File: src/rtl/dsparse_pkg.sv
// ---------------------------------------------------------------------------
// dsparse_pkg
// Types, constants and the unit-letter decoder of the duration parser.
// ---------------------------------------------------------------------------
package dsparse_pkg;

	localparam int unsigned VAL_W   = 31;
	localparam int unsigned SCALE_W = 17;

	localparam logic [VAL_W-1:0]   SAT_MAX      = '1;
	localparam logic [SCALE_W-1:0] SCALE_SEC    = 17'd1;
	localparam logic [SCALE_W-1:0] SCALE_MIN    = 17'd60;
	localparam logic [SCALE_W-1:0] SCALE_HOUR   = 17'd3600;
	localparam logic [SCALE_W-1:0] SCALE_DAY    = 17'd86400;
	localparam logic [7:0]         DIGIT_ZERO   = 8'h30;
	localparam logic [7:0]         DIGIT_NINE   = 8'h39;

	localparam logic [7:0] CH_S_LO = 8'h73;
	localparam logic [7:0] CH_S_UP = 8'h53;
	localparam logic [7:0] CH_M_LO = 8'h6D;
	localparam logic [7:0] CH_M_UP = 8'h4D;
	localparam logic [7:0] CH_H_LO = 8'h68;
	localparam logic [7:0] CH_H_UP = 8'h48;
	localparam logic [7:0] CH_D_LO = 8'h64;
	localparam logic [7:0] CH_D_UP = 8'h44;

	typedef struct packed {
		logic [VAL_W-1:0] number;
		logic [VAL_W-1:0] total;
		logic             bad;
		logic             ovf;
	} state_t;

	typedef struct packed {
		logic [VAL_W-1:0] total;
		logic             bad;
		logic             ovf;
	} result_t;

	typedef struct packed {
		logic               hit;
		logic [SCALE_W-1:0] scale;
	} unit_t;

	function automatic unit_t unit_decode(input logic [7:0] c);
		unit_t u;
		u.hit = 1'b1;
		unique case (c) inside
			CH_S_LO, CH_S_UP: u.scale = SCALE_SEC;
			CH_M_LO, CH_M_UP: u.scale = SCALE_MIN;
			CH_H_LO, CH_H_UP: u.scale = SCALE_HOUR;
			CH_D_LO, CH_D_UP: u.scale = SCALE_DAY;
			default: begin
				u.hit   = 1'b0;
				u.scale = '0;
			end
		endcase
		return u;
	endfunction

endpackage

File: src/rtl/dsparse_step.sv
// ---------------------------------------------------------------------------
// dsparse_step
// Next-state and result logic for one character or end item.
// ---------------------------------------------------------------------------
module dsparse_step import dsparse_pkg::*; (
	input  logic       is_end,
	input  logic [7:0] char_code,
	input  state_t     cur,
	output state_t     nxt,
	output result_t    res
);

	localparam int unsigned NUM_W = VAL_W + 4;
	localparam int unsigned SUM_W = VAL_W + SCALE_W + 1;

	logic               is_digit;
	logic [3:0]         dval;
	logic [NUM_W-1:0]   num_wide;
	logic               num_sat;
	unit_t              ud;
	logic [SCALE_W-1:0] scale;
	logic [SUM_W-1:0]   sum;
	logic               sum_sat;
	logic [VAL_W-1:0]   sum_clip;

	assign is_digit = (char_code >= DIGIT_ZERO) && (char_code <= DIGIT_NINE);
	assign dval     = 4'(char_code - DIGIT_ZERO);
	assign num_wide = NUM_W'(cur.number) * NUM_W'(10) + NUM_W'(dval);
	assign num_sat  = num_wide > NUM_W'(SAT_MAX);

	assign ud       = unit_decode(char_code);
	// end item flushes pending digits as seconds
	assign scale    = is_end ? SCALE_SEC : ud.scale;
	assign sum      = SUM_W'(cur.total) + SUM_W'(cur.number) * SUM_W'(scale);
	assign sum_sat  = sum > SUM_W'(SAT_MAX);
	assign sum_clip = sum_sat ? SAT_MAX : sum[VAL_W-1:0];

	always_comb begin
		nxt       = cur;
		res.bad   = cur.bad;
		res.ovf   = cur.ovf | (~cur.bad & sum_sat);
		res.total = cur.bad ? '0 : sum_clip;
		if (is_end) begin
			nxt = '0;
		end else if (!cur.bad) begin
			if (is_digit) begin
				nxt.number = num_sat ? SAT_MAX : num_wide[VAL_W-1:0];
				nxt.ovf    = cur.ovf | num_sat;
			end else if (ud.hit) begin
				nxt.total  = sum_clip;
				nxt.number = '0;
				nxt.ovf    = cur.ovf | sum_sat;
			end else begin
				nxt.bad = 1'b1;
			end
		end
	end

endmodule

File: src/rtl/duration_string_parser_core.sv
// ---------------------------------------------------------------------------
// duration_string_parser_core
// Parses duration text such as 3d4h10m5s, one character per transfer, and
// returns the total in seconds (saturating) on the end-of-text transfer.
// ---------------------------------------------------------------------------
//
//  channel  | direction | tdata                    | tuser / tlast
//  ---------+-----------+--------------------------+------------------------------
//  s_axis   | in        | [7:0] char_code          | tlast = op (1 = end of text)
//  m_axis   | out       | [30:0] total_seconds,    | tuser[0] bad_char,
//           |           | [31] zero                | tuser[1] overflowed
//
//  Rate: one transfer per cycle sustained, except while an end transfer
//  stalls. Each character updates the parse state in the single step
//  stage; the step holds a multiply by ten and a multiply by the unit scale
//  (31 x 17 bits), each with an add/compare; the wider one sets the cycle.
//  An end transfer passes the input stage, then the output register.
//  Reset clears the input stage, parse state and output valid.
//  Stalls: characters keep flowing while a result waits; only an end
//  transfer holds in the input stage until the output register is free.
// ---------------------------------------------------------------------------
module duration_string_parser_core import dsparse_pkg::*; (
	input  logic        clk,
	input  logic        arst_n,
	input  logic        s_axis_tvalid,
	output logic        s_axis_tready,
	input  logic [7:0]  s_axis_tdata,   // [7:0] char_code
	input  logic        s_axis_tlast,   // op: end of text
	output logic        m_axis_tvalid,
	input  logic        m_axis_tready,
	output logic [31:0] m_axis_tdata,   // [30:0] total_seconds, [31] zero
	output logic [1:0]  m_axis_tuser    // [0] bad_char, [1] overflowed
);

	// input stage
	logic       valid_s1;
	logic       last_s1;
	logic [7:0] char_s1;

	// parse state and output register
	state_t  state_q;
	state_t  state_nxt;
	result_t res_nxt;
	result_t res_q;
	logic    out_valid_q;

	logic stall_s1;
	logic advance_s1;

	// an end item needs the output register; characters in the input stage never wait
	assign stall_s1      = valid_s1 & last_s1 & out_valid_q & ~m_axis_tready;
	assign advance_s1    = valid_s1 & ~stall_s1;
	assign s_axis_tready = ~stall_s1;

	always_ff @(posedge clk or negedge arst_n) begin
		if (!arst_n) begin
			valid_s1 <= 1'b0;
		end else if (s_axis_tready) begin
			valid_s1 <= s_axis_tvalid;
		end
	end

	always_ff @(posedge clk) begin
		if (s_axis_tvalid && s_axis_tready) begin
			last_s1 <= s_axis_tlast;
			char_s1 <= s_axis_tdata;
		end
	end

	dsparse_step u_step (
		.is_end    (last_s1),
		.char_code (char_s1),
		.cur       (state_q),
		.nxt       (state_nxt),
		.res       (res_nxt)
	);

	always_ff @(posedge clk or negedge arst_n) begin
		if (!arst_n) begin
			state_q <= '0;
		end else if (advance_s1) begin
			state_q <= state_nxt;
		end
	end

	always_ff @(posedge clk or negedge arst_n) begin
		if (!arst_n) begin
			out_valid_q <= 1'b0;
		end else if (advance_s1 && last_s1) begin
			out_valid_q <= 1'b1;
		end else if (m_axis_tready) begin
			out_valid_q <= 1'b0;
		end
	end

	always_ff @(posedge clk) begin
		if (advance_s1 && last_s1) begin
			res_q <= res_nxt;
		end
	end

	assign m_axis_tvalid = out_valid_q;
	assign m_axis_tdata  = {1'b0, res_q.total};
	assign m_axis_tuser  = {res_q.ovf, res_q.bad};

endmodule

File: config.mk
export PLATFORM = sky130hd
export DESIGN_NAME = duration_string_parser_core
export DESIGN_NICKNAME = d
export VERILOG_FILES = /design/src/rtl/dsparse_pkg.sv /design/src/rtl/dsparse_step.sv /design/src/rtl/duration_string_parser_core.sv
export SDC_FILE = /design/constraint.sdc
export NUM_CORES = 1
export LEC_CHECK = 0
export BUFFER_PORTS_ARGS = -buffer_cell sky130_fd_sc_hd__buf_2
export CORE_ASPECT_RATIO = 1.5
export CORE_MARGIN = 2
export CORE_UTILIZATION = 40
export DETAILED_ROUTE_END_ITERATION = 10
export PLACE_DENSITY = 0.54
export SYNTH_ARGS = -nofsm -noshare
export SYNTH_HDL_FRONTEND = slang
export SYNTH_SLANG_ARGS = --single-unit
File: constraint.sdc
create_clock -name clk -period 12 [get_ports clk]
set_input_delay 2.4 -clock clk [delete_from_list [all_inputs] [get_ports clk]]
set_output_delay 2.4 -clock clk [all_outputs]
set_load 0.02 [all_outputs]
=== After elaboration in Yosys (flattened, before gate mapping) ===
Index checks and enable logic that the tools add are counted.

* Flip-flop bits (word level): 108
* Input bits: 13
* Logic and storage cells: 69

* Add/sub/neg operators: 3
* Multiply operators: 2
* Order comparisons: 4
* Eq/ne operators: 10
* Mux-type cells: 15
* Bitwise logic cells: 11
* Reduce and logical (&&, ||, !) cells: 13

{| class="wikitable"
|+ Operators with widths
! cell !! count
|-
| $mux 64 || 2
|-
| $mux 31 || 3
|-
| $pmux 17 s4 || 1
|-
| $eq 8x7->1 const B || 8
|-
| $mux 62 || 1
|-
| $add 31x48->49 || 1
|-
| $gt 49x31->1 const B || 1
|-
| $mul 31x17->48 || 1
|-
| $add 35x4->35 || 1
|-
| $gt 35x31->1 const B || 1
|-
| $mul 31x3->34 const B || 1
|-
| $mux 32 || 1
|-
| $mux 17 || 1
|-
| $ge 8x6->1 const B || 1
|-
| $le 8x6->1 const B || 1
|-
| $reduce_or 2->1 || 4
|-
| $reduce_or 8->1 || 1
|-
| $mux 1 || 6
|-
| $and 1x1->1 || 5
|-
| $ne 2x2->1 const B || 2
|-
| $reduce_and 4->1 || 1
|-
| $reduce_bool 2->1 || 2
|-
| $sub 4x1->4 const B || 1
|-
| $logic_and 1x1->1 || 3
|-
| 4 further kinds || 8
|}

=== Logic depth before layout (Yosys ltp) ===
* Word-level depth: 12
* Gate-level depth with buffers: 33
* Mapped depth without buffers: 29

=== Modules after synthesis ===
From an unflattened synthesis, not the netlist that was laid out.

* Cells, all modules: 2779
* Area total of the unflattened synthesis: 24708.7 um^2

{| class="wikitable"
|+ Modules (own cells, without submodules)
! module !! times used !! cells an instance !! area an instance (um^2) !! sequential area each (um^2)
|-
| dsparse_step || 1 || 2362 || 19483.7 || 0.0
|-
| duration_string_parser_core || 1 || 417 || 5225.0 || 2912.8
|}

=== Least setup slack after synthesis ===
OpenSTA, ideal clock, no wires.

* Path type: register -> register
* Start point: reg last_s1
* End point: reg res_q, in the netlist m_axis_tdata[1] (data pin)
* Library setup time: 270 ps
* Arrival time: 8315 ps
* Setup slack: 3415 ps
* Cell stages (with the launch flop): 30
* Period minus slack after synthesis: 8585 ps
* Cells stage by stage: edfxtp_1 -> clkbuf_1 -> nor4_1 -> nand2_1 -> nor2_1 -> clkbuf_1 -> clkbuf_1 -> nand2_1 -> fa_1 -> fa_1 -> fa_1 -> inv_1 -> fa_1 -> fa_1 -> inv_1 -> fa_1 -> inv_1 -> ha_1 -> clkbuf_1 -> nand2_1 -> a2111oi_0 -> nand4_1 -> a311oi_1 -> nor3_1 -> o41ai_1 -> xnor2_1 -> nand2_1 -> nor4_2 -> buf_2 -> a21oi_1

* Word-level cells in the longest chain between the ends: 5

{| class="wikitable"
|+ RTL lines
! element !! RTL line !! RTL
|-
| start, declared || duration_string_parser_core.sv:37 || <nowiki>logic last_s1;</nowiki>
|-
| start signal, assigned || duration_string_parser_core.sv:65 || <nowiki>last_s1 <= s_axis_tlast;</nowiki>
|-
| $mux 17 * || dsparse_step.sv:33 || <nowiki>assign scale = is_end ? SCALE_SEC : ud.scale;</nowiki>
|-
| $mul 31x17->48 * || dsparse_step.sv:34 || <nowiki>assign sum = SUM_W'(cur.total) + SUM_W'(cur.number) * SUM_W'(scale);</nowiki>
|-
| $add 31x48->49 * || dsparse_step.sv:34 ||
|-
| $gt 49x31->1 || dsparse_step.sv:35 || <nowiki>assign sum_sat = sum > SUM_W'(SAT_MAX);</nowiki>
|-
| $mux 31 * || dsparse_step.sv:36 || <nowiki>assign sum_clip = sum_sat ? SAT_MAX : sum[VAL_W-1:0];</nowiki>
|-
| end signal, assigned || duration_string_parser_core.sv:98 || <nowiki>res_q <= res_nxt;</nowiki>
|-
| end, declared || duration_string_parser_core.sv:44 || <nowiki>result_t res_q;</nowiki>
|}

Mark *: on every way between the ends. The rest lies on a longest branch, timed or not.
A chain may end at the register's enable or synchronous reset.

=== Worst setup path after layout ===
* Start point: reg last_s1
* End point: reg res_q, in the netlist m_axis_tdata[18] (data pin)

The elaborated chain is that of the path after synthesis.

==> impl_results.md <==
* Status: completed
* RR Endpoint: m_axis_tdata[18]$_SDFFCE_PP0P_
* Slew @ Worst Pin at 1.24 ns
* Worst path arrival time at 9.94 ns
* FMAX at 102 MHz
* Routed WL at 64.1 mm
* Drt initial violations at 851
* Place WS at 2.29 ns
* Simple-gate area share of the yosys netlist at 10.9%
* Slew Limit Headroom at 17.2%
* Worst-Skew Late Latency at 0.39 ns
* Clock period minus worst slack at 9.84 ns
* Vias per cell at 5.34
* CTS root buffer: clkbuf_16
* Startpoint types: flip-flop
* Hold Crit Depth at 2
* RSZ-0062 raised after global routing: no
* Slack of the critical path at 2.16 ns
* Synth warnings at 0
* Gr usage total at 23.0%
* Fraction of final layout cells sized beyond drive strength 1 at 6.72%
* DP Cell Count at 3179
* Worst R2R Setup Slack at 2.16 ns
* Gates resized, CTS repair at 0
* Htree depth at 3
* Setup Skew at 0.0169 ns
* Power per cell area at 61.4 nW/um^2
* Register area at 2910 sq um
* Clock sinks at 108
* Largest family of logic cells by synthesized area: adder cells
* Post-synth EDFFs at 42
* Multi-input logic area at 17200 sq um
* Die X at 198 um
* Die footprint at 58700 sq um
* Hold crit path type: flip-flop to flip-flop
* DP HPWL at 53.9 mm
* Final ANT Viol Nets at 0
* Final hold violation count at 0
* Non-filler cells, final at 3195
* Overall Power at 1450 uW
* Synth Area in Adders at 45.1%
* Cells on worst reg2reg path at 27
* WHS Endpoint: state_q[0]$_DFFE_PN0P_
* Crit share post-route at 82.0%
* Worst R2R Start: last_s1$_DFFE_PP_
* N_diodes at 0
* DR WL/cell at 20.1 um
* Multiplexer share of the synthesized area at 0.232%
* Worst vdd ir at 0.0000629 V
* Mapped Area at 22700 sq um
* CP max FO at 64
* Post-synthesis xor/xnor area fraction at 3.86%
* Leakage power at 0.0123 uW
* Yosys cell types at 105
* Critical path class: flip-flop to flip-flop
* Most frequent cells in the layout: inv_1 (541), fa_1 (322), ha_1 (302)
* Compound-Gate Fraction of Synth Area at 15.0%
* Site Rows at 106
* I/O Buffers at 47
* Clk buf depth at 2
* Hold_buf cts at 0
* CTS buffer count at 9
* First-pass iteration count of the detailed router at 5
* Largest net degree at the start of global routing at 67
* Seq/Total Area, Yosys at 12.8%
* Largest stage delay on the critical path at 0.81 ns
* Fill cell count at 5699
* TritonCTS clock tree: yes
* Final Core Density at 42.3%
* Most used DFF post-synth: dfrtp_1
* Vias in the first global route at 18700
* Mapped Avg Cell Area at 9.23 sq um
* Fraction of registers with async set/reset at 61.1%
* Most used cell, CP: fa_1
* Post-Route Setup TNS at 0 ns
* GPL Wtd Cong at 0.888
* Final Setup Violations at 0
* First-pass GRT wire length at 103 mm
* Post-route DRC at 0
* Critical Path RT at 12.10 ns
* Cells after Synth at 2458
* Post-CTS Setup Bufs at 0
* Flops & latches, synth at 108
* Starting Density at 40.5%
* CP max-delay cell: nor2_2
* Die height at 296 um
* Via count at 17100
* Core area at 56000 sq um
* Initial antenna violation count at 1
* Layout area overhead at 4.36%
* Most common cell after layout, fill and taps aside: inv_1
* Clk slew on worst S/H paths at 0.08 ns
* Grt ovf at 0
* Critical path capture point type: flip-flop
* Slew Viols, Final at 0
* Max Cap Viol at 0
* HP Start: state_q[0]$_DFFE_PN0P_
* # IOs at 49
* NumNets Final at 3071
[Yosys cell counts, drive strengths merged, types with 13 or more instances]
master,number,area (sq um)
inv,542,2030
fa,322,6450
ha,302,3780
nand2,152,571
a21oi,132,672
nor2,93,357
o21ai,83,445
xnor2,72,631
clkbuf,70,283
dfrtp,66,1650
a21o,45,339
edfxtp,42,1260
buf,41,369
and2,40,253
nor2b,40,250
nand4,34,228
a221o,29,290
nand3,28,140
o211ai,27,223
xor2,27,244
o21bai,26,199
a31o,23,201
a211oi,22,203
nor3,21,115
o21a,15,113
and3,14,88.8
nand2b,13,81.3
[through the flow]
| step | area (sq um) | hold slack (ns) |
|---|---|---|
| after detailed placement | 23400 | 0.534 |
| after global placement | 23400 | 0.521 |
| after floorplan | 22800 | 0.423 |
| after global routing | 23700 | 0.581 |
| final | 23700 | 0.543 |
| after CTS | 23700 | 0.551 |
[metal layers]
layer	GRT usage [%]	vias up	wire [um]
met4	14.3	0	4670
met3	1.54	165	1560
li1	-	7968	-
met1	23.7	8570	22600
met5	0	-	0
met2	44.8	371	35200
[sequential cells by signal, indices dropped and copies added (netlist names)]
| register | flops |
|---|---|
| char_s1 | 8 |
| last_s1 | 1 |
| m_axis_tdata | 31 |
| m_axis_tuser | 2 |
| m_axis_tvalid | 1 |
| state_q | 64 |
| valid_s1 | 1 |
[cell families (layout without fill, tap and decap cells)]
kind of cell / Yosys count / in the layout
other: 2 / 23
multiplexers: 5 / 5
adder cells (fa/ha/maj): 624 / 624
AND/OR/NAND/NOR: 481 / 481
AO/OA/AOI/OAI: 481 / 481
buffers and inverters: 658 / 618
XOR/XNOR: 99 / 99
flip-flops: 108 / 108
[worst max path at each step]
stage / from / cells after the start / end / slack (ns)
2_1_floorplan: last_s1$_DFFE_PP_ / 29 / m_axis_tdata[1]$_SDFFCE_PP0P_ / 3.41
3_3_place_gp: last_s1$_DFFE_PP_ / 27 / m_axis_tdata[5]$_SDFFCE_PP0P_ / 2.35
6_report: last_s1$_DFFE_PP_ / 27 / m_axis_tdata[18]$_SDFFCE_PP0P_ / 2.16
4_1_cts: last_s1$_DFFE_PP_ / 27 / m_axis_tdata[2]$_SDFFCE_PP0P_ / 2.24
3_5_place_dp: last_s1$_DFFE_PP_ / 27 / m_axis_tdata[2]$_SDFFCE_PP0P_ / 2.29
5_1_grt: last_s1$_DFFE_PP_ / 27 / m_axis_tdata[13]$_SDFFCE_PP0P_ / 1.63
[where the power goes]
| part | switching (uW) | leakage (uW) | internal (uW) |
|---|---|---|---|
| sequential | 48.6 | 0.00129 | 430 |
| combinational | 431 | 0.0109 | 237 |
| clock | 163 | 0.000138 | 146 |
[layout make-up]
cell class                 instances  share of cell area [%]
clock buffer                      10                   0.967
clock inverter                     6                   0.259
inverter                         542                    8.59
multi-input combinational       1713                    72.5
sequential                       108                    12.3
tap                              756                    4.00
timing repair buffer              60                    1.41
[worst max-delay path: cells and delay by family, from the launching register on]
kind                     cells  cell delay (ns)
AND/OR/NAND/NOR              8             2.05
buffers and inverters        6             1.29
flip-flops                   1             0.55
AO/OA/AOI/OAI                6             2.08
adder cells (fa/ha/maj)      7             3.55
No activity file was read; power rests on OpenSTA's default activity.
